$ cat src/rtl/line_assembly_buffer_defines.svh
// assertion macros shared by the line assembly buffer rtl
`ifndef LINE_ASSEMBLY_BUFFER_DEFINES_SVH
`define LINE_ASSEMBLY_BUFFER_DEFINES_SVH

// same-cycle implication on clk, held off during reset
`define LAB_ASSERT_NOW(label, ante, cons, msg) \
  label: assert property (@(posedge clk) disable iff (!rst_n) (ante) |-> (cons)) \
    else $error(msg);

// next-cycle implication on clk, held off during reset
`define LAB_ASSERT_NEXT(label, ante, cons, msg) \
  label: assert property (@(posedge clk) disable iff (!rst_n) (ante) |=> (cons)) \
    else $error(msg);

`endif

$ cat src/rtl/lab_pkg.sv
// types and constants of the line assembly buffer
package lab_pkg;

  localparam int unsigned CNT_W = 7;

  localparam logic [7:0] CHAR_CR = 8'h0D;
  localparam logic [7:0] CHAR_LF = 8'h0A;

  localparam logic ACT_BYTE = 1'b0;
  localparam logic ACT_READ = 1'b1;

  localparam logic [1:0] ST_NONE  = 2'd0;
  localparam logic [1:0] ST_BYTE  = 2'd1;
  localparam logic [1:0] ST_EMPTY = 2'd2;

  typedef struct packed {
    logic       action;
    logic [7:0] rx_byte;
    logic [7:0] max_len;
  } lab_in_t;

  typedef struct packed {
    logic [1:0]       status;
    logic [7:0]       data_byte;
    logic             last;
    logic [CNT_W-1:0] copied_count;
  } lab_out_t;

  typedef enum logic [1:0] {
    CMD_NONE,
    CMD_EMPTY,
    CMD_COPY
  } cmd_kind_t;

  typedef struct packed {
    cmd_kind_t        kind;
    logic [CNT_W-1:0] count;
  } lab_cmd_t;

endpackage

$ cat src/rtl/lab_ram.sv
// generic single-write single-read ram with registered read
module lab_ram #(
  parameter int unsigned WIDTH = 8,
  parameter int unsigned DEPTH = 64
) (
  input  logic                     clk,
  input  logic                     we,
  input  logic [$clog2(DEPTH)-1:0] waddr,
  input  logic [WIDTH-1:0]         wdata,
  input  logic                     re,
  input  logic [$clog2(DEPTH)-1:0] raddr,
  output logic [WIDTH-1:0]         rdata
);

  logic [WIDTH-1:0] mem_r [DEPTH];
  logic [WIDTH-1:0] rdata_r;

  always_ff @(posedge clk) begin
    if (we) begin
      mem_r[waddr] <= wdata;
    end
    if (re) begin
      rdata_r <= mem_r[raddr];
    end
  end

  assign rdata = rdata_r;

endmodule

$ cat src/rtl/lab_cmd_fifo.sv
// two-entry queue of read commands between front and back
`include "line_assembly_buffer_defines.svh"

module lab_cmd_fifo (
  input  logic              clk,
  input  logic              rst_n,
  input  logic              push,
  input  lab_pkg::lab_cmd_t din,
  output logic              full,
  input  logic              pop,
  output logic              empty,
  output lab_pkg::lab_cmd_t dout
);
  import lab_pkg::*;

  lab_cmd_t   slot0_r, slot1_r;
  lab_cmd_t   slot0_nxt, slot1_nxt;
  logic [1:0] cnt_r, cnt_nxt;
  logic [1:0] wr_pos;

  assign full  = (cnt_r == 2'd2);
  assign empty = (cnt_r == 2'd0);
  assign dout  = slot0_r;

  always_comb begin
    slot0_nxt = slot0_r;
    slot1_nxt = slot1_r;
    wr_pos    = cnt_r - {1'b0, pop};
    if (pop) begin
      slot0_nxt = slot1_r;
    end
    if (push) begin
      if (wr_pos == 2'd0) begin
        slot0_nxt = din;
      end else begin
        slot1_nxt = din;
      end
    end
    cnt_nxt = cnt_r + {1'b0, push} - {1'b0, pop};
  end

  always_ff @(posedge clk) begin
    if (!rst_n) begin
      cnt_r <= 2'd0;
    end else begin
      cnt_r <= cnt_nxt;
    end
    slot0_r <= slot0_nxt;
    slot1_r <= slot1_nxt;
  end

  `LAB_ASSERT_NOW(a_fifo_no_overflow, push, !full || pop, "command pushed into full queue")
  `LAB_ASSERT_NOW(a_fifo_no_underflow, pop, !empty, "command popped from empty queue")

endmodule

$ cat src/rtl/lab_front.sv
// request intake: line assembly and read classification
`include "line_assembly_buffer_defines.svh"

module lab_front #(
  parameter int unsigned BUF_SIZE = 64
) (
  input  logic                        clk,
  input  logic                        rst_n,
  input  logic                        in_valid,
  output logic                        in_ready,
  input  lab_pkg::lab_in_t            in_data,
  output logic                        ram_we,
  output logic [$clog2(BUF_SIZE)-1:0] ram_waddr,
  output logic [7:0]                  ram_wdata,
  output logic                        cmd_push,
  output lab_pkg::lab_cmd_t           cmd_data,
  input  logic                        cmd_full,
  input  logic                        copy_done
);
  import lab_pkg::*;

  localparam int unsigned POS_W = $clog2(BUF_SIZE);
  localparam logic [POS_W-1:0] LAST_POS = POS_W'(BUF_SIZE - 1);

  logic [POS_W-1:0] wr_pos_r, wr_pos_nxt;
  logic [POS_W-1:0] line_len_r, line_len_nxt;
  logic             line_rdy_r, line_rdy_nxt;
  logic             copy_busy_r, copy_busy_nxt;
  logic             acc;
  logic             is_term;
  logic [7:0]       limit, len8, n8;

  // stall everything while a copy still reads the store or the command queue is full
  assign in_ready  = !copy_busy_r && !cmd_full;
  assign acc       = in_valid && in_ready;
  assign is_term   = (in_data.rx_byte == CHAR_CR) || (in_data.rx_byte == CHAR_LF);
  assign ram_waddr = wr_pos_r;
  assign ram_wdata = in_data.rx_byte;

  always_comb begin
    wr_pos_nxt    = wr_pos_r;
    line_len_nxt  = line_len_r;
    line_rdy_nxt  = line_rdy_r;
    copy_busy_nxt = copy_busy_r;
    ram_we        = 1'b0;
    cmd_push      = 1'b0;
    cmd_data.kind  = CMD_NONE;
    cmd_data.count = '0;
    limit = (in_data.max_len == 8'd0) ? 8'd0 : in_data.max_len - 8'd1;
    len8  = 8'(line_len_r);
    n8    = (len8 < limit) ? len8 : limit;
    if (copy_done) begin
      copy_busy_nxt = 1'b0;
    end
    if (acc) begin
      if (in_data.action == ACT_BYTE) begin
        if (!line_rdy_r) begin
          if (is_term) begin
            if (wr_pos_r != '0) begin
              line_len_nxt = wr_pos_r;
              line_rdy_nxt = 1'b1;
            end
            wr_pos_nxt = '0;
          end else if (wr_pos_r < LAST_POS) begin
            ram_we     = 1'b1;
            wr_pos_nxt = wr_pos_r + POS_W'(1);
          end else begin
            // overflow drops the partial line silently
            wr_pos_nxt = '0;
          end
        end
      end else begin
        cmd_push = 1'b1;
        if (line_rdy_r) begin
          line_rdy_nxt = 1'b0;
          line_len_nxt = '0;
          cmd_data.count = CNT_W'(n8);
          if (n8 == 8'd0) begin
            cmd_data.kind = CMD_EMPTY;
          end else begin
            cmd_data.kind = CMD_COPY;
            copy_busy_nxt = 1'b1;
          end
        end
      end
    end
  end

  always_ff @(posedge clk) begin
    if (!rst_n) begin
      wr_pos_r    <= '0;
      line_len_r  <= '0;
      line_rdy_r  <= 1'b0;
      copy_busy_r <= 1'b0;
    end else begin
      wr_pos_r    <= wr_pos_nxt;
      line_len_r  <= line_len_nxt;
      line_rdy_r  <= line_rdy_nxt;
      copy_busy_r <= copy_busy_nxt;
    end
  end

  `LAB_ASSERT_NOW(a_done_while_busy, copy_done, copy_busy_r, "copy finished with none pending")

endmodule

$ cat src/rtl/lab_back.sv
// result sequencer: streams copied bytes from the store, or gives one none or empty result
`include "line_assembly_buffer_defines.svh"

module lab_back #(
  parameter int unsigned BUF_SIZE = 64
) (
  input  logic                        clk,
  input  logic                        rst_n,
  input  logic                        cmd_empty,
  input  lab_pkg::lab_cmd_t           cmd_data,
  output logic                        cmd_pop,
  output logic                        ram_re,
  output logic [$clog2(BUF_SIZE)-1:0] ram_raddr,
  input  logic [7:0]                  ram_rdata,
  output logic                        copy_done,
  output logic                        out_valid,
  input  logic                        out_ready,
  output lab_pkg::lab_out_t           out_data
);
  import lab_pkg::*;

  localparam int unsigned POS_W = $clog2(BUF_SIZE);

  typedef enum logic {
    B_IDLE,
    B_COPY
  } state_t;

  state_t           state_r;
  logic [POS_W-1:0] n_r, rd_idx_r, sent_r;
  logic             rd_pend_r;
  logic             out_valid_r;
  lab_out_t         out_r;
  logic             out_free, mv, iss, is_last, out_load;

  assign out_free  = !out_valid_r || out_ready;
  assign mv        = (state_r == B_COPY) && rd_pend_r && out_free;
  assign iss       = (state_r == B_COPY) && (rd_idx_r != n_r) && (!rd_pend_r || mv);
  assign cmd_pop   = (state_r == B_IDLE) && !cmd_empty &&
                     ((cmd_data.kind == CMD_COPY) || out_free);
  assign out_load  = (cmd_pop && (cmd_data.kind != CMD_COPY)) || mv;
  assign is_last   = (sent_r == n_r - POS_W'(1));
  assign copy_done = mv && is_last;
  assign ram_re    = iss;
  assign ram_raddr = rd_idx_r;
  assign out_valid = out_valid_r;
  assign out_data  = out_r;

  always_ff @(posedge clk) begin
    if (!rst_n) begin
      state_r     <= B_IDLE;
      rd_pend_r   <= 1'b0;
      out_valid_r <= 1'b0;
    end else begin
      // a new result takes the register, else an accepted one leaves it
      if (out_load) begin
        out_valid_r <= 1'b1;
      end else if (out_ready) begin
        out_valid_r <= 1'b0;
      end
      rd_pend_r <= iss || (rd_pend_r && !mv);
      if (cmd_pop) begin
        unique case (cmd_data.kind)
          CMD_COPY: begin
            state_r  <= B_COPY;
            n_r      <= POS_W'(cmd_data.count);
            rd_idx_r <= '0;
            sent_r   <= '0;
          end
          CMD_EMPTY: begin
            out_r.status       <= ST_EMPTY;
            out_r.data_byte    <= 8'd0;
            out_r.last         <= 1'b1;
            out_r.copied_count <= '0;
          end
          default: begin
            out_r.status       <= ST_NONE;
            out_r.data_byte    <= 8'd0;
            out_r.last         <= 1'b1;
            out_r.copied_count <= '0;
          end
        endcase
      end
      if (iss) begin
        rd_idx_r <= rd_idx_r + POS_W'(1);
      end
      if (mv) begin
        out_r.status       <= ST_BYTE;
        out_r.data_byte    <= ram_rdata;
        out_r.last         <= is_last;
        out_r.copied_count <= CNT_W'(n_r);
        sent_r             <= sent_r + POS_W'(1);
        if (is_last) begin
          state_r <= B_IDLE;
        end
      end
    end
  end

  `LAB_ASSERT_NOW(a_pend_in_copy, rd_pend_r, state_r == B_COPY, "read pending outside copy")
  `LAB_ASSERT_NOW(a_multi_is_byte, out_valid_r && !out_r.last, out_r.status == ST_BYTE,
                  "non-final result that is not a line byte")
  `LAB_ASSERT_NEXT(a_done_to_idle, copy_done, state_r == B_IDLE && !rd_pend_r,
                   "sequencer not idle after final byte")

endmodule

$ cat src/rtl/line_assembly_buffer.sv
// top level of the line assembly buffer
//
//  channel | ports                          | moves
//  --------+--------------------------------+-------------------------------------
//  input   | in_valid, in_ready, in_data    | received byte or read request
//  result  | out_valid, out_ready, out_data | status, line byte, last, copied count
//
// a received byte builds the line in the store; a read request is queued
// a copy streams one byte per cycle through the store's registered read port
// while the receiver keeps taking results; a result left waiting holds the copy
// new requests stall while a copy is in flight, since it still reads the store
// synchronous active-low reset clears control; the store needs no clearing
// the output register lets the next request enter while a result waits
module line_assembly_buffer #(
  parameter int unsigned BUF_SIZE = 64
) (
  input  logic              clk,
  input  logic              rst_n,
  input  logic              in_valid,
  output logic              in_ready,
  input  lab_pkg::lab_in_t  in_data,
  output logic              out_valid,
  input  logic              out_ready,
  output lab_pkg::lab_out_t out_data
);
  import lab_pkg::*;

  localparam int unsigned POS_W = $clog2(BUF_SIZE);

  // store write port, driven by the front
  logic             ram_we;
  logic [POS_W-1:0] ram_waddr;
  logic [7:0]       ram_wdata;
  // store read port, driven by the back
  logic             ram_re;
  logic [POS_W-1:0] ram_raddr;
  logic [7:0]       ram_rdata;
  // command queue
  logic             cmd_push, cmd_pop, cmd_full, cmd_empty;
  lab_cmd_t         cmd_in, cmd_out;
  // copy completion back to the front
  logic             copy_done;

  // front: builds the line and classifies each read request
  lab_front #(
    .BUF_SIZE (BUF_SIZE)
  ) u_front (
    .clk       (clk),
    .rst_n     (rst_n),
    .in_valid  (in_valid),
    .in_ready  (in_ready),
    .in_data   (in_data),
    .ram_we    (ram_we),
    .ram_waddr (ram_waddr),
    .ram_wdata (ram_wdata),
    .cmd_push  (cmd_push),
    .cmd_data  (cmd_in),
    .cmd_full  (cmd_full),
    .copy_done (copy_done)
  );

  // short queue decoupling intake from result streaming
  lab_cmd_fifo u_fifo (
    .clk   (clk),
    .rst_n (rst_n),
    .push  (cmd_push),
    .din   (cmd_in),
    .full  (cmd_full),
    .pop   (cmd_pop),
    .empty (cmd_empty),
    .dout  (cmd_out)
  );

  // line store
  lab_ram #(
    .WIDTH (8),
    .DEPTH (BUF_SIZE)
  ) u_store (
    .clk   (clk),
    .we    (ram_we),
    .waddr (ram_waddr),
    .wdata (ram_wdata),
    .re    (ram_re),
    .raddr (ram_raddr),
    .rdata (ram_rdata)
  );

  // back: turns commands into result items
  lab_back #(
    .BUF_SIZE (BUF_SIZE)
  ) u_back (
    .clk       (clk),
    .rst_n     (rst_n),
    .cmd_empty (cmd_empty),
    .cmd_data  (cmd_out),
    .cmd_pop   (cmd_pop),
    .ram_re    (ram_re),
    .ram_raddr (ram_raddr),
    .ram_rdata (ram_rdata),
    .copy_done (copy_done),
    .out_valid (out_valid),
    .out_ready (out_ready),
    .out_data  (out_data)
  );

endmodule

$ cat config.mk
export PLATFORM = sky130hd
export DESIGN_NAME = line_assembly_buffer
export DESIGN_NICKNAME = d
export VERILOG_FILES = /design/src/rtl/lab_pkg.sv /design/src/rtl/lab_ram.sv /design/src/rtl/lab_cmd_fifo.sv /design/src/rtl/lab_front.sv /design/src/rtl/lab_back.sv /design/src/rtl/line_assembly_buffer.sv
export VERILOG_INCLUDE_DIRS = /design/src /design/src/rtl
export SDC_FILE = /design/constraint.sdc
export NUM_CORES = 1
export LEC_CHECK = 0
export BUFFER_PORTS_ARGS = -buffer_cell sky130_fd_sc_hd__buf_2
export CORE_MARGIN = 4
export CORE_UTILIZATION = 36
export CTS_CLUSTER_SIZE = 14
export DETAILED_ROUTE_END_ITERATION = 16
export SYNTH_ARGS = -nofsm -noshare
export SYNTH_HDL_FRONTEND = slang
export SYNTH_SLANG_ARGS = --single-unit
export TNS_END_PERCENT = 10
$ cat constraint.sdc
create_clock -name clk -period 8.2 [get_ports clk]
set_input_delay 0.82 -clock clk [delete_from_list [all_inputs] [get_ports clk]]
set_output_delay 0.82 -clock clk [all_outputs]
set_load 0.02 [all_outputs]
==> summary.md <==
| Metric | Value |
|---|---|
| Outcome | finished clean |
| Via count of the first global-routing pass | around 12000 |
| Worst hold start | u_fifo.dout[4] |
| Hold_buf cts | 0 |
| Hold Path Stages | 0 |
| Worst path cell trace | buf_2, buf_4, and3b_1, o211a_1, nor3_1, nand2_1, nor2_1 |
| P_leak | between 8 and 9 nW |
| Worst r2r src | u_back.ram_raddr[0] |
| CTS buffer count | 55 |
| Area contributors post-synth | edfxtp_1 (72%), mux4_2 (12%), dfxtp_1 (2.3%) |
| R2R depth | 7 |
| Worst Tran Pin Value | between 0.9 and 1 ns |
| Post-synth EDFFs | 563 |
| Largest buffer count on any clock path | 3 |
| TritonCTS Sinks | just under 600 |
| Share of layout cells above drive strength 1 | around a fifth |
| Yosys warns | 0 |
| Asr flop ratio synth | 0% |
| Placed Area | around 25000 sq um |
| # DRC | 0 |
| Post-route ant nets | 0 |
| FF-to-FF setup slack | around 4.4 ns |
| Fin crit share | a little under half |
| Max IR drop VDD | 140 uV |
| Area delta synth->final | 12.4% |
| CP Launch Type | primary input |
| Global route overflow | 0 |
| Cell taking the most area after synthesis | edfxtp_1 |
| First-pass GRT wire length | 79.2 mm |
| Reg clk slew, reported paths | around 0.060 ns |
| Layout Cells excl Fill | approximately 2200 |
| Pin count of the biggest net entering global routing | approximately 130 |
| Clock Tree Root | clkbuf_16 |
| WL/cell | 23.9 um |
| Register area share after synthesis | 74.2% |
| Post-CTS setup buffers | 0 |
| GPL Wtd Cong | a little over 0.8 |
| Cells after Synth | between 1000 and 1500 |
| Final hold violation count | 0 |
| Final Critical Period | between 3 and 4 ns |
| WP data required | between 8 and 9 ns |
| Port Buf Inserts | 39 |
| CP max stage cell | nor3_1 |
| Die area | roughly 69000 sq um |
| ANT cells | 0 |
| Hold Path End | u_back.n_r[4] |
| Chip height | ~260 um |
| Skew final | ~0.03 ns |
| Inst Count DP | 2100 |
| RSZ-0062 raised after global routing | no |
| GR Util All Layers | ~15% |
| Critical path data arrival time | approximately 4.1 ns |
| Die Wd | around 260 um |
| Synth cell count leaders | edfxtp_1 (563), mux4_2 (128), nor2_1 (114) |
| Vias per cell | around 5.4 |
| TNS Setup | 0 ns |
| CP endpoint kind | register |
| F_max | approximately 260 MHz |
| Count leader, synth | edfxtp_1 |
| Fin area | ~26000 sq um |
| Max Slew Vio Count | 0 |
| Final wirelength | ~53 mm |
| Pre-CTS setup slack | approximately 3.7 ns |
| Post-CTS sizing | 0 |
| Average size of a mapped cell | about 19 sq um |
| # nets final | ~1300 |
| Setup Viol. Count Final | 0 |
| Final WS setup | between 4 and 5 ns |
| Worst-skew pair later-pin latency | 0.61 ns |
| Reg2reg end | u_store.rdata[6] |
| CTS tree | built |
| H-tree level count | 2 |
| # Max-Cap Violations | 0 |
| Io pins | between 40 and 50 |
| Worst hold path class | reg -> reg |
| Initial DRC Count | 1412 |
| WS Path Type | in -> reg |
| Pwr/cell area | approximately 250 nW/um^2 |
| Core area | ~65000 sq um |
| Crit-path max FO | between 60 and 70 |
| Net Count, Synth | around 1300 |
| Row count | 93 |
| DPL Wire Length | about 32 mm |
| Antenna violations before repair | 0 |
| Vias | ~12000 |
| Slowest stage delay, CP | between 0.8 and 0.9 ns |
| Mapped cell area | approximately 24000 sq um |
| Initial Util | a little over a third |
| Unique masters post-synth | 60 |
| Post-synth top area share | 71.9% |
| Synthesized flop and latch total | 590 |
| Primary FF master, synth | edfxtp_1 |
| Slew Limit Headroom | between 30 and 40% |
| 1st-pass router iterations | 7 |
per-layer routing:
metal / vias up / wire, um / track usage (%) / share of wire [%]
li1: 5161 / - / - / -
met1: 6195 / 23000 / 21.8 / 44
met2: 451 / 24700 / 23.6 / 47
met3: 73 / 3770 / 2.74 / 7.2
met4: 0 / 1120 / 3.82 / 2.1
met5: - / 0 / 0 / 0
state kept, by name, summed over array words and instances, names as in the netlist:
name / flops
u_store.mem_r: 512
u_back.out_data: 17
u_fifo.dout: 8
u_front.ram_waddr: 6
u_back.sent_r: 6
u_fifo.slot1_r: 8
u_store.rdata: 8
u_back.rd_pend_r: 1
u_front.line_rdy_r: 1
u_front.line_len_r: 6
u_back.n_r: 6
u_fifo.cnt_r: 2
u_front.copy_busy_r: 1
u_back.ram_raddr: 6
u_back.out_valid: 1
u_back.state_r: 1
critical path: cells and delay by family:
kind	cells	cell delay, ns
buf+inv	2	0.62
simple gates	4	2.27
compound gates	1	0.32
cells by family after synthesis:
| family | Yosys count | share of synthesized area (%) |
|---|---|---|
| DFF | 590 | 74.2 |
| and+or+nand+nor | 255 | 5.13 |
| muxes | 145 | 13.1 |
| AOI/OAI and AO/OA | 131 | 4.21 |
| buffers and inverters | 86 | 1.50 |
| xor gates and xnor gates | 29 | 1.08 |
| adders and majority gates | 15 | 0.798 |
| other | 1 | 0.0160 |
cell usage in the layout, fill, tap and decap left out, types with 4 or more instances in the layout:
cell / n
nor3_1: 10
a21oi_1: 20
nand2b_1: 4
xnor2_1: 18
bufinv_16: 4
and2_1: 17
o21ai_0: 4
buf_4: 19
mux2_2: 5
mux4_2: 128
or3_1: 6
a221oi_1: 16
clkbuf_1: 14
o22ai_1: 6
a22o_1: 16
ha_1: 15
o221ai_1: 8
edfxtp_1: 563
nand3_1: 14
mux2i_1: 10
clkbuf_16: 57
nor2_1: 113
nand2_1: 49
o31ai_1: 4
dfxtp_1: 27
nand4_1: 8
xor2_1: 11
nor3b_1: 4
a22oi_1: 42
clkinv_1: 16
nor4_1: 5
buf_2: 39
inv_1: 18
clkinv_2: 5
nor2b_1: 8
through the flow:
| step | util, % | total power, W | hold WS [ns] |
|---|---|---|---|
| global route | 40.9 | 0.00677 | 0.462 |
| floorplan | - | 0.00387 | 0.404 |
| finish | 40.9 | 0.00652 | 0.447 |
| detailed placement | 38.2 | 0.00411 | 0.445 |
| global placement | 38.2 | 0.00410 | 0.441 |
| CTS | 40.9 | 0.00657 | 0.461 |
area by class of cell:
cell class | instances | area (sq um)
repair buffers | 60 | 378
clock inverters | 27 | 239
flip-flops and latches | 590 | 17400
multi-input cells | 576 | 5720
well taps | 855 | 1070
clock buffers | 72 | 1490
fillers | 5681 | 38200
inverters | 19 | 71.3
how the worst max path moves through the flow:
stage / startpoint / end / depth (start not counted)
2_1_floorplan: in_data[0] / u_fifo.dout[4] / 11
3_3_place_gp: in_data[9] / u_store.mem_r[21][4] / 7
3_5_place_dp: in_data[9] / u_store.mem_r[20][3] / 7
4_1_cts: in_data[9] / u_store.mem_r[19][2] / 7
5_1_grt: u_back.ram_raddr[0] / u_store.rdata[3] / 7
6_report: in_data[9] / u_store.mem_r[37][3] / 7
power breakdown:
part           switching [W]  total (W)  leakage [nW]  internal (W)
sequential         0.0000383    0.00341          5.31       0.00337
combinational       0.000389   0.000628          2.13      0.000240
clock                0.00108    0.00248         0.844       0.00140
total                0.00151    0.00652          8.28       0.00502
Note: power is estimated with default switching activity, not from simulation.
